[config.mk]
export PLATFORM = sky130hd
export DESIGN_NAME = capture_period_speed_meter_core_flat
export DESIGN_NICKNAME = d
export VERILOG_FILES = /design/src/rtl/cpsm_pkg.sv /design/src/rtl/cpsm_if.sv /design/src/rtl/cpsm_apb_regs.sv /design/src/rtl/cpsm_divider.sv /design/src/rtl/cpsm_history.sv /design/src/rtl/capture_period_speed_meter_core.sv /design/src/flat_wrapper.sv
export SDC_FILE = /design/constraint.sdc
export NUM_CORES = 1
export LEC_CHECK = 0
export CAP_MARGIN = 20
export CORE_MARGIN = 2
export CORE_UTILIZATION = 27
export DETAILED_ROUTE_END_ITERATION = 16
export DONT_BUFFER_PORTS = 1
export PLACE_DENSITY_LB_ADDON = 0.25
export SLEW_MARGIN = 20
export SYNTH_ARGS = -nofsm -noshare
export SYNTH_HDL_FRONTEND = slang
export SYNTH_SLANG_ARGS = --single-unit
[constraint.sdc]
create_clock -name clk -period 4.3 [get_ports clk]
set_input_delay 0.86 -clock clk [delete_from_list [all_inputs] [get_ports clk]]
set_output_delay 0.86 -clock clk [all_outputs]
set_load 0.01 [all_outputs]
[src/rtl/cpsm_pkg.sv]
// ----------------------------------------------------------------------------
// cpsm_pkg
// Shared widths, constants and handshake structs of the capture period
// speed meter.
// ----------------------------------------------------------------------------
`default_nettype none

package cpsm_pkg;

    // Field widths
    localparam int CAP_W    = 16;
    localparam int PERIOD_W = 16;
    localparam int TICK_W   = 16;
    localparam int SPEED_W  = 24;

    // Divider: dividend, divisor and iteration counter widths
    localparam int DIVD_W = 24;
    localparam int DIVS_W = 16;
    localparam int DCNT_W = $clog2(DIVD_W);

    // Configuration port
    localparam int APB_ADDR_W = 3;
    localparam int APB_DATA_W = 32;
    localparam int REG_IDX_W  = APB_ADDR_W - 2;

    // Register index of tick_rate
    localparam logic [REG_IDX_W-1:0] REG_TICK_RATE = '0;

    // Constants
    localparam logic [PERIOD_W-1:0] HIST_RESET      = 16'd65000;
    localparam logic [TICK_W-1:0]   TICK_RATE_RESET = 16'd10000;
    localparam logic [SPEED_W-1:0]  SPEED_SAT       = 24'd16776960;

    // Divider request and response
    typedef struct packed {
        logic              start;
        logic [DIVD_W-1:0] dividend;
        logic [DIVS_W-1:0] divisor;
    } div_req_t;

    typedef struct packed {
        logic              busy;
        logic              done;
        logic [DIVD_W-1:0] quotient;
    } div_rsp_t;

endpackage

`default_nettype wire

[src/rtl/cpsm_if.sv]
// ----------------------------------------------------------------------------
// cpsm_if
// Valid/ready channels of the speed meter: capture input and result output.
// ----------------------------------------------------------------------------
`default_nettype none

interface cpsm_in_if;
    logic                      valid;
    logic                      ready;
    logic [cpsm_pkg::CAP_W-1:0] capture_time;

    modport source (output valid, output capture_time, input ready);
    modport sink (input valid, input capture_time, output ready);
endinterface

interface cpsm_out_if;
    logic                         valid;
    logic                         ready;
    logic [cpsm_pkg::PERIOD_W-1:0] raw_period;
    logic [cpsm_pkg::PERIOD_W-1:0] mean_period;
    logic [cpsm_pkg::SPEED_W-1:0]  speed_q8;
    logic                         zero_period;

    modport source (output valid, output raw_period, output mean_period,
                    output speed_q8, output zero_period, input ready);
    modport sink (input valid, input raw_period, input mean_period,
                  input speed_q8, input zero_period, output ready);
endinterface

`default_nettype wire

[src/rtl/cpsm_apb_regs.sv]
// ----------------------------------------------------------------------------
// cpsm_apb_regs
// APB register file holding the tick_rate register.
// ----------------------------------------------------------------------------
`default_nettype none

module cpsm_apb_regs (
    input  wire logic                            clk,
    input  wire logic                            rst_n,
    input  wire logic                            psel,
    input  wire logic                            penable,
    input  wire logic                            pwrite,
    input  wire logic [cpsm_pkg::APB_ADDR_W-1:0] paddr,
    input  wire logic [cpsm_pkg::APB_DATA_W-1:0] pwdata,
    output logic      [cpsm_pkg::APB_DATA_W-1:0] prdata,
    output logic                                 pready,
    output logic      [cpsm_pkg::TICK_W-1:0]     tick_rate
);
    import cpsm_pkg::*;

    logic [TICK_W-1:0]    tick_rate_reg;
    logic [REG_IDX_W-1:0] reg_idx;
    logic                 wr_en;

    // Decode word index, ignore byte lane bits
    assign reg_idx = paddr[APB_ADDR_W-1:2];
    assign wr_en   = psel && penable && pwrite && pready;
    assign pready  = 1'b1;

    // Hold tick_rate, write on access phase
    always_ff @(posedge clk or negedge rst_n)
    begin
        if (!rst_n)
        begin
            tick_rate_reg <= TICK_RATE_RESET;
        end
        else if (wr_en && (reg_idx == REG_TICK_RATE))
        begin
            tick_rate_reg <= pwdata[TICK_W-1:0];
        end
    end

    // Read back
    always_comb
    begin
        prdata = '0;
        unique case (reg_idx)
            REG_TICK_RATE: prdata = {{(APB_DATA_W-TICK_W){1'b0}}, tick_rate_reg};
            default:       prdata = '0;
        endcase
    end

    assign tick_rate = tick_rate_reg;

endmodule

`default_nettype wire

[src/rtl/cpsm_divider.sv]
// ----------------------------------------------------------------------------
// cpsm_divider
// Restoring radix-2 divider, one quotient bit per cycle, used over and over
// for the speed computation.
// ----------------------------------------------------------------------------
`default_nettype none

module cpsm_divider (
    input  wire logic               clk,
    input  wire logic               rst_n,
    input  wire cpsm_pkg::div_req_t req,
    output cpsm_pkg::div_rsp_t      rsp
);
    import cpsm_pkg::*;

    localparam logic [DCNT_W-1:0] LAST_STEP = DCNT_W'(DIVD_W - 1);

    logic              busy_reg, busy_next;
    logic              done_reg, done_next;
    logic [DCNT_W-1:0] cnt_reg, cnt_next;
    logic [DIVD_W-1:0] dvd_reg, dvd_next;
    logic [DIVS_W-1:0] dvs_reg, dvs_next;
    logic [DIVS_W-1:0] rem_reg, rem_next;
    logic [DIVS_W:0]   trial;
    logic [DIVS_W+1:0] diff;
    logic              fits;

    // Shift in next dividend bit and trial-subtract
    assign trial = {rem_reg, dvd_reg[DIVD_W-1]};
    assign diff  = {1'b0, trial} - {2'b00, dvs_reg};
    assign fits  = !diff[DIVS_W+1];

    always_comb
    begin
        busy_next = busy_reg;
        done_next = 1'b0;
        cnt_next  = cnt_reg;
        dvd_next  = dvd_reg;
        dvs_next  = dvs_reg;
        rem_next  = rem_reg;
        if (req.start && !busy_reg)
        begin
            busy_next = 1'b1;
            cnt_next  = '0;
            dvd_next  = req.dividend;
            dvs_next  = req.divisor;
            rem_next  = '0;
        end
        else if (busy_reg)
        begin
            rem_next = fits ? diff[DIVS_W-1:0] : trial[DIVS_W-1:0];
            dvd_next = {dvd_reg[DIVD_W-2:0], fits};
            cnt_next = cnt_reg + 1'b1;
            if (cnt_reg == LAST_STEP)
            begin
                busy_next = 1'b0;
                done_next = 1'b1;
            end
        end
    end

    // Control state
    always_ff @(posedge clk or negedge rst_n)
    begin
        if (!rst_n)
        begin
            busy_reg <= 1'b0;
            done_reg <= 1'b0;
            cnt_reg  <= '0;
        end
        else
        begin
            busy_reg <= busy_next;
            done_reg <= done_next;
            cnt_reg  <= cnt_next;
        end
    end

    // Datapath
    always_ff @(posedge clk)
    begin
        dvd_reg <= dvd_next;
        dvs_reg <= dvs_next;
        rem_reg <= rem_next;
    end

    assign rsp.busy     = busy_reg;
    assign rsp.done     = done_reg;
    assign rsp.quotient = dvd_reg;

endmodule

`default_nettype wire

[src/rtl/cpsm_history.sv]
// ----------------------------------------------------------------------------
// cpsm_history
// Period from consecutive captures, circular period history and its running
// sum.
// ----------------------------------------------------------------------------
`default_nettype none

module cpsm_history #(
    parameter int HISTORY_DEPTH = 4
) (
    input  wire logic                          clk,
    input  wire logic                          rst_n,
    input  wire logic                          push,
    input  wire logic [cpsm_pkg::CAP_W-1:0]    capture_time,
    output logic      [cpsm_pkg::PERIOD_W-1:0] period,
    output logic      [cpsm_pkg::PERIOD_W+$clog2(HISTORY_DEPTH)-1:0] sum
);
    import cpsm_pkg::*;

    localparam int SLOT_W = $clog2(HISTORY_DEPTH);
    localparam int SUM_W  = PERIOD_W + SLOT_W;
    localparam logic [SLOT_W-1:0] LAST_SLOT = SLOT_W'(HISTORY_DEPTH - 1);
    localparam logic [SUM_W-1:0]  SUM_RESET = SUM_W'(HISTORY_DEPTH * 65000);

    logic [PERIOD_W-1:0] hist_reg [HISTORY_DEPTH];
    logic [SLOT_W-1:0]   slot_reg, slot_next;
    logic [CAP_W-1:0]    last_reg;
    logic [PERIOD_W-1:0] period_reg, period_next;
    logic [SUM_W-1:0]    sum_reg, sum_next;

    // New period modulo 2^16, swap it into the running sum
    assign period_next = PERIOD_W'(capture_time - last_reg);
    assign sum_next    = sum_reg - {{SLOT_W{1'b0}}, hist_reg[slot_reg]}
                         + {{SLOT_W{1'b0}}, period_next};
    assign slot_next   = (slot_reg == LAST_SLOT) ? '0 : slot_reg + 1'b1;

    always_ff @(posedge clk or negedge rst_n)
    begin
        if (!rst_n)
        begin
            for (int i = 0; i < HISTORY_DEPTH; i++)
            begin
                hist_reg[i] <= HIST_RESET;
            end
            slot_reg   <= '0;
            last_reg   <= '0;
            sum_reg    <= SUM_RESET;
            period_reg <= '0;
        end
        else if (push)
        begin
            hist_reg[slot_reg] <= period_next;
            slot_reg           <= slot_next;
            last_reg           <= capture_time;
            sum_reg            <= sum_next;
            period_reg         <= period_next;
        end
    end

    assign period = period_reg;
    assign sum    = sum_reg;

endmodule

`default_nettype wire

[src/rtl/capture_period_speed_meter_core.sv]
// ----------------------------------------------------------------------------
// capture_period_speed_meter_core
// Capture-based tachometer: period, moving-average period and Q.8 speed.
// ----------------------------------------------------------------------------
// Usage:
//   capture : one transfer per sensor edge carries the latched timer value.
//   result  : one transfer per capture with raw_period, mean_period,
//             speed_q8 (tick_rate*256/mean, truncated) and zero_period.
//   APB     : register 0 at byte address 0 holds tick_rate (reset 10000).
//             Write it only while no capture is in flight.
// Flow: the mean comes from the running sum by a constant reciprocal
//   multiply and is registered in S_MEAN; the radix-2 divider then computes
//   the speed, a step skipped when the mean is zero and the speed saturates.
//   capture.ready is low from the capture transfer until the result enters
//   the output register, so no new capture is taken before that.
// Stall: a finished result waits in the output register; a new capture is
//   taken meanwhile, and its own result waits until the output is taken.
// Reset: history entries return to 65000, the last capture and history slot
//   to zero, tick_rate to 10000; the output register is emptied.
// ----------------------------------------------------------------------------
`default_nettype none

module capture_period_speed_meter_core #(
    parameter int HISTORY_DEPTH = 4
) (
    input  wire logic                            clk,
    input  wire logic                            rst_n,
    input  wire logic                            psel,
    input  wire logic                            penable,
    input  wire logic                            pwrite,
    input  wire logic [cpsm_pkg::APB_ADDR_W-1:0] paddr,
    input  wire logic [cpsm_pkg::APB_DATA_W-1:0] pwdata,
    output logic      [cpsm_pkg::APB_DATA_W-1:0] prdata,
    output logic                                 pready,
    cpsm_in_if.sink                              capture,
    cpsm_out_if.source                           result
);
    import cpsm_pkg::*;

    localparam int DEPTH_LOG = $clog2(HISTORY_DEPTH);
    localparam int SUM_W     = PERIOD_W + DEPTH_LOG;
    localparam int RCP_SHIFT = SUM_W + DEPTH_LOG;
    localparam int RCP_W     = SUM_W + 1;
    localparam int PROD_W    = SUM_W + RCP_W;
    // Rounded-up reciprocal of the depth, exact floor for every sum
    localparam logic [RCP_W-1:0] MEAN_RCP =
        RCP_W'(((longint'(1) << RCP_SHIFT) + longint'(HISTORY_DEPTH - 1))
               / longint'(HISTORY_DEPTH));

    typedef enum logic [2:0] {
        S_IDLE,
        S_MEAN,
        S_SPEED_GO,
        S_SPEED_WAIT,
        S_DONE
    } state_t;

    state_t              state_reg, state_next;
    logic [PERIOD_W-1:0] mean_reg, mean_next;
    logic [SPEED_W-1:0]  speed_reg, speed_next;
    logic                zero_reg, zero_next;
    logic                out_valid_reg, out_valid_next;
    logic [PERIOD_W-1:0] out_raw_reg, out_raw_next;
    logic [PERIOD_W-1:0] out_mean_reg, out_mean_next;
    logic [SPEED_W-1:0]  out_speed_reg, out_speed_next;
    logic                out_zero_reg, out_zero_next;

    logic [TICK_W-1:0]   tick_rate;
    logic                push;
    logic [PERIOD_W-1:0] period;
    logic [SUM_W-1:0]    sum;
    logic [PROD_W-1:0]   mean_prod;
    logic [PERIOD_W-1:0] mean_calc;
    div_req_t            div_req;
    div_rsp_t            div_rsp;
    logic                out_free;

    // Configuration registers
    cpsm_apb_regs u_regs (
        .clk       (clk),
        .rst_n     (rst_n),
        .psel      (psel),
        .penable   (penable),
        .pwrite    (pwrite),
        .paddr     (paddr),
        .pwdata    (pwdata),
        .prdata    (prdata),
        .pready    (pready),
        .tick_rate (tick_rate)
    );

    // Period history and running sum
    assign push = capture.valid && capture.ready;

    cpsm_history #(
        .HISTORY_DEPTH (HISTORY_DEPTH)
    ) u_history (
        .clk          (clk),
        .rst_n        (rst_n),
        .push         (push),
        .capture_time (capture.capture_time),
        .period       (period),
        .sum          (sum)
    );

    // Truncated mean: sum times reciprocal, keep the integer part
    assign mean_prod = {{RCP_W{1'b0}}, sum} * {{SUM_W{1'b0}}, MEAN_RCP};
    assign mean_calc = mean_prod[RCP_SHIFT +: PERIOD_W];

    // Divider
    cpsm_divider u_div (
        .clk   (clk),
        .rst_n (rst_n),
        .req   (div_req),
        .rsp   (div_rsp)
    );

    // Feed the divider: tick_rate*256/mean
    always_comb
    begin
        div_req.start    = (state_reg == S_SPEED_GO);
        div_req.dividend = {tick_rate, 8'h00};
        div_req.divisor  = mean_reg;
    end

    assign out_free      = !out_valid_reg || result.ready;
    assign capture.ready = (state_reg == S_IDLE);

    // Sequencer and output register
    always_comb
    begin
        state_next     = state_reg;
        mean_next      = mean_reg;
        speed_next     = speed_reg;
        zero_next      = zero_reg;
        out_valid_next = out_valid_reg && !result.ready;
        out_raw_next   = out_raw_reg;
        out_mean_next  = out_mean_reg;
        out_speed_next = out_speed_reg;
        out_zero_next  = out_zero_reg;
        unique case (state_reg)
            S_IDLE:
            begin
                if (capture.valid)
                begin
                    state_next = S_MEAN;
                end
            end
            S_MEAN:
            begin
                mean_next = mean_calc;
                if (mean_calc == '0)
                begin
                    zero_next  = 1'b1;
                    speed_next = SPEED_SAT;
                    state_next = S_DONE;
                end
                else
                begin
                    zero_next  = 1'b0;
                    state_next = S_SPEED_GO;
                end
            end
            S_SPEED_GO:
            begin
                state_next = S_SPEED_WAIT;
            end
            S_SPEED_WAIT:
            begin
                if (div_rsp.done)
                begin
                    speed_next = div_rsp.quotient[SPEED_W-1:0];
                    state_next = S_DONE;
                end
            end
            S_DONE:
            begin
                if (out_free)
                begin
                    out_valid_next = 1'b1;
                    out_raw_next   = period;
                    out_mean_next  = mean_reg;
                    out_speed_next = speed_reg;
                    out_zero_next  = zero_reg;
                    state_next     = S_IDLE;
                end
            end
            default:
            begin
                state_next = S_IDLE;
            end
        endcase
    end

    always_ff @(posedge clk or negedge rst_n)
    begin
        if (!rst_n)
        begin
            state_reg     <= S_IDLE;
            out_valid_reg <= 1'b0;
        end
        else
        begin
            state_reg     <= state_next;
            out_valid_reg <= out_valid_next;
        end
    end

    always_ff @(posedge clk)
    begin
        mean_reg      <= mean_next;
        speed_reg     <= speed_next;
        zero_reg      <= zero_next;
        out_raw_reg   <= out_raw_next;
        out_mean_reg  <= out_mean_next;
        out_speed_reg <= out_speed_next;
        out_zero_reg  <= out_zero_next;
    end

    assign result.valid       = out_valid_reg;
    assign result.raw_period  = out_raw_reg;
    assign result.mean_period = out_mean_reg;
    assign result.speed_q8    = out_speed_reg;
    assign result.zero_period = out_zero_reg;

    // Zero flag tracks a zero mean
    a_zero_flag: assert property (@(posedge clk) disable iff (!rst_n)
        result.valid |-> (result.zero_period == (result.mean_period == '0)))
        else $error("zero_period does not match mean_period");

    // Zero mean saturates the speed
    a_zero_sat: assert property (@(posedge clk) disable iff (!rst_n)
        result.valid && result.zero_period |-> (result.speed_q8 == SPEED_SAT))
        else $error("speed not saturated on zero mean");

    // Divider is never restarted mid-division
    a_div_start: assert property (@(posedge clk) disable iff (!rst_n)
        div_req.start |-> !div_rsp.busy)
        else $error("divider started while busy");

    // A capture transfer closes the input until its result is out
    a_one_item: assert property (@(posedge clk) disable iff (!rst_n)
        capture.valid && capture.ready |=> !capture.ready)
        else $error("capture accepted during processing");

endmodule

`default_nettype wire

[src/flat_wrapper.sv]
// flat-port wrapper written by rule: the top's interface ports become plain ports
module capture_period_speed_meter_core_flat import cpsm_pkg::*;
#(
    parameter int HISTORY_DEPTH = 4
)
  (clk, rst_n, psel, penable, pwrite, paddr, pwdata, prdata, pready, capture_valid, capture_capture_time, capture_ready, result_valid, result_raw_period, result_mean_period, result_speed_q8, result_zero_period, result_ready);
  cpsm_in_if capture_i ();
  cpsm_out_if result_i ();
  input  wire logic clk;
  input  wire logic rst_n;
  input  wire logic psel;
  input  wire logic penable;
  input  wire logic pwrite;
  input  wire logic [cpsm_pkg::APB_ADDR_W-1:0] paddr;
  input  wire logic [cpsm_pkg::APB_DATA_W-1:0] pwdata;
  output logic      [cpsm_pkg::APB_DATA_W-1:0] prdata;
  output logic pready;
  input wire logic [$bits(capture_i.valid)-1:0] capture_valid;
  input wire logic [$bits(capture_i.capture_time)-1:0] capture_capture_time;
  output wire logic [$bits(capture_i.ready)-1:0] capture_ready;
  output wire logic [$bits(result_i.valid)-1:0] result_valid;
  output wire logic [$bits(result_i.raw_period)-1:0] result_raw_period;
  output wire logic [$bits(result_i.mean_period)-1:0] result_mean_period;
  output wire logic [$bits(result_i.speed_q8)-1:0] result_speed_q8;
  output wire logic [$bits(result_i.zero_period)-1:0] result_zero_period;
  input wire logic [$bits(result_i.ready)-1:0] result_ready;
  assign capture_i.valid = capture_valid;
  assign capture_i.capture_time = capture_capture_time;
  assign capture_ready = capture_i.ready;
  assign result_valid = result_i.valid;
  assign result_raw_period = result_i.raw_period;
  assign result_mean_period = result_i.mean_period;
  assign result_speed_q8 = result_i.speed_q8;
  assign result_zero_period = result_i.zero_period;
  assign result_i.ready = result_ready;
  capture_period_speed_meter_core #(.HISTORY_DEPTH(HISTORY_DEPTH)) u_core (.clk(clk), .rst_n(rst_n), .psel(psel), .penable(penable), .pwrite(pwrite), .paddr(paddr), .pwdata(pwdata), .prdata(prdata), .pready(pready), .capture(capture_i), .result(result_i));
endmodule
==> metrics.yaml <==
clk_pin_slew_ns: 0.06
gp_congestion: 0.794
postRouteAntennaNets: 0
num_antenna_cells: 0
cts_buffers: 36
ios: 150
dr_total_vias: 8817
wire_per_inst_um: 15.8
hold_viol: 0
first_pass_iters: 4
cp_slowest_cell: "fa_1"
nets: 1406
maxUsedRoutingLayer: "met4"
critPathLaunchType: "register"
cap_violations: 0
largest_register_ffs: 64
setup_viol: 0
met2WireLength_um: 14200
wirelength_um: 31300
synth_seq_area_share: 0.572
fin_worst_skew_ns: 0.0173
place_hpwl_um: 21700
grt.total_usage: 0.118
routedLengthMet1_um: 14900
fin_cells: 1983
crit_required_ns: 4.71
fp.coreArea_um2: 51400
worstMarginPinSlew_ns: 0.909
clk_path_buf_depth: 3
ys_types: 73
post-route-drc-count: 0
drv_slew: 0
antenna_found_initial: 0
via_per_inst: 4.45
syn-cell-area_um2: 14100
grt_pass1_wl_um: 49800
avgSynthCellArea_um2: 11.7
cts_tree: "built"
cts_root_buf: "clkbuf_16"
fp.dieArea_um2: 53900
status: "finished clean"
synth_enable_flop_cells: 130
crit_type: "register to register"
layout-area-overhead-vs-synth_pct: 19.0
crit_fanout: 6
synth_top_area_frac: 0.278
clkSinkCount: 297
yosys_warnings: 0
drive_gt1_frac: 0.219
grt_max_degree: 63
die_w_um: 232
path_cells: "ha_4 > fa_2 > nor2b_4 > o31a_1 > buf_4 > o21ai_0 > nand2b_1 > xnor2_4 > fa_1 > inv_1 > ha_1 > a21o_1 > o32ai_2 > a21oi_2 > a31o_2 > a21oi_2 > mux2i_1 > o311ai_1"
slew_headroom: 0.392
async_flop_share: 0.481
fmax_ghz: 0.248
rsz0062_at_grt: "no"
ys_ff_latch: 297
die_h_um: 232
synth_area_leaders: "edfxtp_1 (28%), dfrtp_1 (15%), dfstp_2 (11%), ha_1 (4.9%), o21ai_0 (4.5%)"
yosys.area.top_type: "edfxtp_1"
cp_num_buf_inv: 2
end_kind: "register"
overflow: 0
io_buffer_count: 0
dr.first_iter.drc_count: 429
period_minus_slack_ns: 4.03
hold_path_class: "primary input to asynchronous set/reset pin"
htree_levels: 2
cpMostUsedCell: "a21oi_2"
grt_pass1_vias: 8912
layout_worst_path_cycle_share: 0.938
met3WireLength_um: 1490
cpLargestDelayFamily: "adder cells"
num_rows: 83
synthFlopType: "edfxtp_1"
post_cts_buffers: 0
insertion_delay_ns: 0.55
syn_inst: 1205
initial_core_util: 0.273
cp.arrival_ns: 4.44
max_stage_delay_ns: 0.54
dp_cells: 1915
==> layout by cell type (no fill, tap or decap), types with 7 or more instances in the layout <==
cell	synthesis	final
a21o_1	12	12
a21oi_1	35	30
a22o_1	31	31
and2_1	10	10
buf_4	18	83
clkbuf_16	0	37
conb_1	2	17
dfrtp_1	83	83
dfstp_2	60	60
dfxtp_1	24	24
edfxtp_1	130	130
fa_1	18	17
ha_1	55	50
inv_1	102	100
mux2_2	17	17
mux2i_1	12	12
mux4_2	16	16
nand2_1	161	161
nand2b_1	26	26
nand3_1	8	8
nand4_1	7	7
nor2_1	23	21
nor2b_1	23	23
nor3_1	12	10
o21ai_0	125	123
o21ai_1	16	18
xnor2_1	20	15
xor2_1	12	12
==> cell type report <==
class	instances	area [µm²]
Fill cell	5170	34700
Sequential cell	297	8040
Multi-Input combinational cell	753	5590
Clock buffer	47	1020
Tap cell	680	851
Timing Repair Buffer	85	671
Inverter	102	383
Clock inverter	19	163
==> synthesized netlist by cell type, types with 24 or more instances <==
cell type / instances
a22o_1: 31
inv_1: 102
nand2_1: 161
dfrtp_1: 83
nand2b_1: 26
edfxtp_1: 130
a21oi_1: 35
dfstp_2: 60
ha_1: 55
dfxtp_1: 24
clkbuf_1: 43
o21ai_0: 125
==> worst paths after layout <==
check	from	end	slack, ns	cells past startpoint
min	rst_n	u_core.u_regs.tick_rate[4]	0.15	0
max reg2reg	u_core.u_history.last_reg[0]	u_core.u_history.sum[11]	0.27	18
min in group clk	u_core.speed_reg[23]	u_core.result.speed_q8[23]	0.42	0
min reg2reg	u_core.speed_reg[23]	u_core.result.speed_q8[23]	0.42	0
max in group asynchronous	rst_n	u_core.u_regs.tick_rate[2]	3.83	1
max	u_core.u_history.last_reg[0]	u_core.u_history.sum[11]	0.27	18
==> kinds of logic after synthesis <==
kind of cell / share of synthesized area
other: 0.000534
buffers and inverters: 0.0507
xor gates and xnor gates: 0.0211
AOI/OAI and AO/OA: 0.125
muxes: 0.0478
and+or+nand+nor: 0.109
DFF: 0.572
adders and majority gates: 0.0746
==> metrics by stage <==
stage / util / area (µm²) / hold WS (ns) / worst slack (ns) / setup TNS (ns)
6_report: 0.325 / 16700 / 0.151 / 0.266 / 0
5_1_grt: 0.325 / 16700 / 0.112 / 0.00938 / 0
4_1_cts: 0.324 / 16700 / 0.112 / 0.0309 / 0
3_5_place_dp: 0.300 / 15400 / 0.409 / -0.381 / -2.21
3_3_place_gp: 0.300 / 15400 / 0.406 / -0.285 / -2.28
2_1_floorplan: - / 14200 / 0.400 / 0.0186 / 0
==> repair_timing <==
item / CTS / global route
gates resized for setup: 0 / 10
hold buffers: 2 / 0
setup endpoints to repair: 0 / 6
endpoints found under the hold margin: 51 / 0
==> metal layers <==
metal,vias to the layer above,track usage
met3,40,0.0307
met1,4279,0.158
met4,0,0.0361
li1,4370,-
met5,-,0
met2,128,0.185
Power is not shown: default switching activity piles up to over one toggle a cycle in this logic, so the estimate is an artifact.
